**src/rtl/core/sps_pkg.sv**
```systemverilog
`timescale 1ns / 1ps

package sps_pkg;

    // Controller states
    typedef enum logic [1:0] {
        ST_IDLE   = 2'd0,
        ST_SCAN   = 2'd1,
        ST_DRAIN  = 2'd2,
        ST_FINISH = 2'd3
    } sps_state_t;

    // Input op codes
    localparam logic OP_WRITE = 1'b0;
    localparam logic OP_QUERY = 1'b1;

    // Controller to datapath
    typedef struct packed {
        logic write;       // store the accepted vertex
        logic load_dir;    // capture the query direction
        logic scan_start;  // rewind the scan address
        logic issue;       // read one vertex and advance
        logic load_out;    // move the winner into the output register
    } sps_cmd_t;

    // Datapath to controller
    typedef struct packed {
        logic n_zero;      // no vertex takes part
        logic last_issue;  // current address is the last one to read
        logic pipe_idle;   // no vertex in flight
        logic out_free;    // output register can take a result
    } sps_status_t;

endpackage

```
**src/rtl/core/sps_ctrl.sv**
```systemverilog
`timescale 1ns / 1ps

module sps_ctrl (
    input  logic                 clk,
    input  logic                 rst_n,
    input  logic                 in_valid,
    input  logic                 in_op,
    output logic                 in_ready,
    input  sps_pkg::sps_status_t status,
    output sps_pkg::sps_cmd_t    cmd
);
    import sps_pkg::*;

    sps_state_t state_reg;
    sps_state_t state_next;
    logic       accept;

    assign accept = in_valid && in_ready;

    always_ff @(posedge clk or negedge rst_n)
    begin
        if (!rst_n)
        begin
            state_reg <= ST_IDLE;
        end
        else
        begin
            state_reg <= state_next;
        end
    end

    always_comb
    begin
        state_next = state_reg;
        case (state_reg)
            ST_IDLE:
            begin
                if (accept && (in_op == OP_QUERY))
                begin
                    state_next = status.n_zero ? ST_FINISH : ST_SCAN;
                end
            end
            ST_SCAN:
            begin
                if (status.last_issue)
                begin
                    state_next = ST_DRAIN;
                end
            end
            ST_DRAIN:
            begin
                if (status.pipe_idle)
                begin
                    state_next = ST_FINISH;
                end
            end
            ST_FINISH:
            begin
                if (status.out_free)
                begin
                    state_next = ST_IDLE;
                end
            end
            default:
            begin
                state_next = ST_IDLE;
            end
        endcase
    end

    always_comb
    begin
        in_ready       = 1'b0;
        cmd.write      = 1'b0;
        cmd.load_dir   = 1'b0;
        cmd.scan_start = 1'b0;
        cmd.issue      = 1'b0;
        cmd.load_out   = 1'b0;
        case (state_reg)
            ST_IDLE:
            begin
                in_ready       = 1'b1;
                cmd.write      = in_valid && (in_op == OP_WRITE);
                cmd.load_dir   = in_valid && (in_op == OP_QUERY);
                cmd.scan_start = in_valid && (in_op == OP_QUERY);
            end
            ST_SCAN:
            begin
                cmd.issue = 1'b1;
            end
            ST_DRAIN:
            begin
            end
            ST_FINISH:
            begin
                cmd.load_out = status.out_free;
            end
            default:
            begin
            end
        endcase
    end

`ifndef SYNTHESIS
    a_write_only_idle: assert property (@(posedge clk) disable iff (!rst_n)
        cmd.write |-> (state_reg == ST_IDLE) && !cmd.issue)
        else $error("vertex write outside idle");

    a_finish_to_idle: assert property (@(posedge clk) disable iff (!rst_n)
        (state_reg == ST_FINISH) && cmd.load_out |=> (state_reg == ST_IDLE))
        else $error("result load did not return to idle");

    a_scan_ends: assert property (@(posedge clk) disable iff (!rst_n)
        (state_reg == ST_SCAN) && status.last_issue |=> (state_reg == ST_DRAIN))
        else $error("scan did not stop after last vertex");
`endif
endmodule

```
**config.mk**
```make
export PLATFORM = sky130hd
export DESIGN_NAME = sps_ctrl
export DESIGN_NICKNAME = d
export VERILOG_FILES = /design/src/rtl/core/sps_pkg.sv /design/src/rtl/core/sps_ctrl.sv
export SDC_FILE = /design/constraint.sdc
export NUM_CORES = 1
export LEC_CHECK = 0
export BUFFER_PORTS_ARGS = -buffer_cell sky130_fd_sc_hd__buf_2
export CORE_AREA = 2 2 39 41
export DETAILED_ROUTE_END_ITERATION = 16
export DIE_AREA = 0 0 41 43
export GPL_TIMING_DRIVEN = 1
export SYNTH_ARGS = -nofsm -noshare
export SYNTH_HDL_FRONTEND = slang
export SYNTH_SLANG_ARGS = --single-unit
```
**constraint.sdc**
```tcl
create_clock -name clk -period 1.3 [get_ports clk]
set_input_delay 0.065 -clock clk [delete_from_list [all_inputs] [get_ports clk]]
set_output_delay 0.065 -clock clk [all_outputs]
set_load 0.005 [all_outputs]
```
==> impl_results.md <==
- Worst setup SP type: flip-flop
- Die H: approximately 43 µm
- Largest register FFs: 2
- H-tree depth: 1
- Drt first pass iters: 3
- Slowest CP cell: or4_1
- Synth Area in XOR/XNOR: 0
- Max_slew headroom: 0.832
- Number of max-cap violations: 0
- Synth top area cells: dfrtp_1 21%, ha_1 21%, or4_1 6.4%
- Static Leak: around 0.00022 µW
- Max VDD drop: between 0.4 and 0.5 mV
- Crit path top cell by count: nand4_1
- Fin. max-slew vios: 0
- Via count: about 280
- Antenna Cells: 0
- Top Ports: 14
- Setup CP Type: flip-flop to flip-flop
- Peak Freq: a little under 0.7 GHz
- Most common cell after layout, fill and taps aside: buf_2
- Yosys warns: 0
- Area of the multi-input gates: 201 µm²
- Adder-Cell Fraction of Synth Area: 0.214
- Crit path max fanout: 6
- Worst skew pair latency: ~0.23 ns
- Clock Path Buffers: 2
- Share of post-route cells with drive strength above 1: 0.694
- Crit path DAT: between 1.5 and 2 ns
- Gr usage total: 0.0873
- Die area: 1760 µm²
- Fin Clk Skew: 0.00852 ns
- Fill count: 150
- Placed inst area: between 300 and 400 µm²
- Finished Layout Cells: 65
- Post-layout min period: between 1 and 1.5 ns
- Sink Count: 2
- First-pass GRT wire length: ~1000 µm
- Die W: around 41 µm
- Clock power frac: 0.150
- Status: finished, violations left
- Initial antenna violation count: 0
- HP Class: input port to asynchronous set/reset pin
- Nets: 63
- Detail-routed via count per cell: 4.25
- Complex-gate fraction of the synthesized area: 0.102
- #FFs+latches synth: 2
- Switching share of power: 0.363
- Yosys top cell area share: 0.214
- RSZ-0062 raised after global routing: yes
- Slew @ Worst Pin: 0.250 ns
- 1st-iter DRT viols: 2
- Cells after DPL: 61
- Commonest cells after routing, fill and taps aside: 11 x buf_2, 5 x buf_6
- Hold WS: ~0.14 ns
- Hpwl dp: roughly 480 µm
- CP Cell Sequence: inv_2, ha_4, nand4_1, or4_1, nand4_1
- Hold Violations, Final: 0
- Area growth, synth to finish: 92.0%
- Inserted Clock Buffers: 3
- Flop pwr share: 0.141
- Largest net degree at the start of global routing: 7
- DRC violations left: 0
- Overflow after GRT: 0
- Combinational cell fraction of total power: 0.709
- Cell taking the most area after synthesis: dfrtp_1
- Root Buffer: clkbuf_4
- Row cnt: 14
- Number of global-route vias before repair: between 200 and 300
- Pwr Density: 2130 nW/µm²
- Fin crit share: 1.12
- DR WL/cell: approximately 9.5 µm
- Count of cell types in the netlist: 18
- Synthesized area per cell: a little under 9 µm²
- Design Area, Final: 449 µm²
- Routed Antenna Nets: 0
- Required time of the critical path: between 1 and 1.5 ns
- Post-Synth Simple-Gate Area: 0.390
- Core area: between 1000 and 1500 µm²
- Main combinational cell family by area after synthesis: simple AND/OR/NAND/NOR gates
- Post-synthesis mux area share: 0
- Initial Utilization: 0.169
- P_int: 610 µW
- Sequential share of the synthesized area: 0.214
- Psw: 348 µW
- GP Congestion: ~0.62
- Routed wire length: just over 600 µm
- Synth Net Count: 39
- Gate Count Post-Synth: 27
- IO Port Bufs: 13
- Clock transition at the registers of the reported paths: 0.03 ns
- Failing checks: negative setup slack
- CTS tree: built
- Reg area: 50.0 µm²
- Setup Viol. Count Final: 4
- CP endpoint kind: flip-flop
- Final Worst Setup Slack: -0.161 ns
- Critical Path Max Stage Delay: around 0.52 ns
- Synthesized area: 234 µm²
synth_stat cells:
cell,count
buf_4,1
nand4_1,2
and2b_1,1
inv_1,3
o31ai_1,1
and2_1,1
a2111o_1,1
nand3_2,1
nor4_1,1
ha_1,4
dfrtp_1,2
nand2b_2,1
nand2_1,1
nor2b_1,2
nor2_1,1
a21oi_1,1
or4_1,2
nand3_1,1
power by group through the flow:
stage,clock (µW),combinational [µW],sequential (µW)
after floorplan,0,392,133
final,143,679,135
after CTS,148,690,137
after global placement,0,618,136
after global routing,145,752,143
after detailed placement,0,619,137
layer usage:
layer  track usage  part of all wire  vias to the layer above
li1              -                 -                      141
met1        0.0643              0.37                      125
met2         0.147              0.53                        8
met3        0.0419             0.074                        2
met4        0.0800             0.021                        0
met5             0                 0                        -
worst paths after layout:
path	to	startpoint	cells after the start	slack (ns)
min reg2reg	state_reg[0]	state_reg[0]	2	0.61
max	state_reg[1]	state_reg[1]	5	-0.16
min in group clk	state_reg[1]	status[3]	4	0.25
max reg2reg	state_reg[1]	state_reg[1]	5	-0.16
min	state_reg[1]	rst_n	2	0.14
max in group asynchronous	state_reg[0]	rst_n	2	1.06
kinds of logic after synthesis:
kind of cell | after synthesis
flip-flops | 2
buffers and inverters | 4
AO/OA/AOI/OAI | 3
adder cells (fa/ha/maj) | 4
AND/OR/NAND/NOR | 14
stage by stage:
| step | setup TNS [ns] | utilization | total power [µW] | setup WS, ns |
|---|---|---|---|---|
| 6_report | -0.332 | 0.325 | 957 | -0.161 |
| 4_1_cts | -0.345 | 0.325 | 974 | -0.165 |
| 3_3_place_gp | -0.258 | 0.281 | 754 | -0.165 |
| 3_5_place_dp | -0.266 | 0.281 | 756 | -0.164 |
| 2_1_floorplan | -0.135 | - | 524 | -0.109 |
| 5_1_grt | -0.640 | 0.325 | 1040 | -0.220 |
area by class of cell:
cell class	count	area share
timing repair buffer	20	0.320
inverter	3	0.0251
multi-input combinational	21	0.448
tap	16	0.0446
clock buffer	3	0.0501
sequential	2	0.111
what timing repair did:
item / 4_1_cts / 5_1_grt
endpoints found under the setup margin: 5 / 6
hold endpoints to repair: 2 / 0
hold buffers: 1 / 0
pin swaps: 2 / 3
buffers inserted: 0 / 0
gates resized for setup: 8 / 0
critical path: cells and delay by family, from the launching register on:
family	cells	cell delay [ns]
AND/OR/NAND/NOR	3	0.71
adder cells (fa/ha/maj)	1	0.18
flip-flops	1	0.41
buffers and inverters	1	0.10
Note: power is estimated with default switching activity, not from simulation.
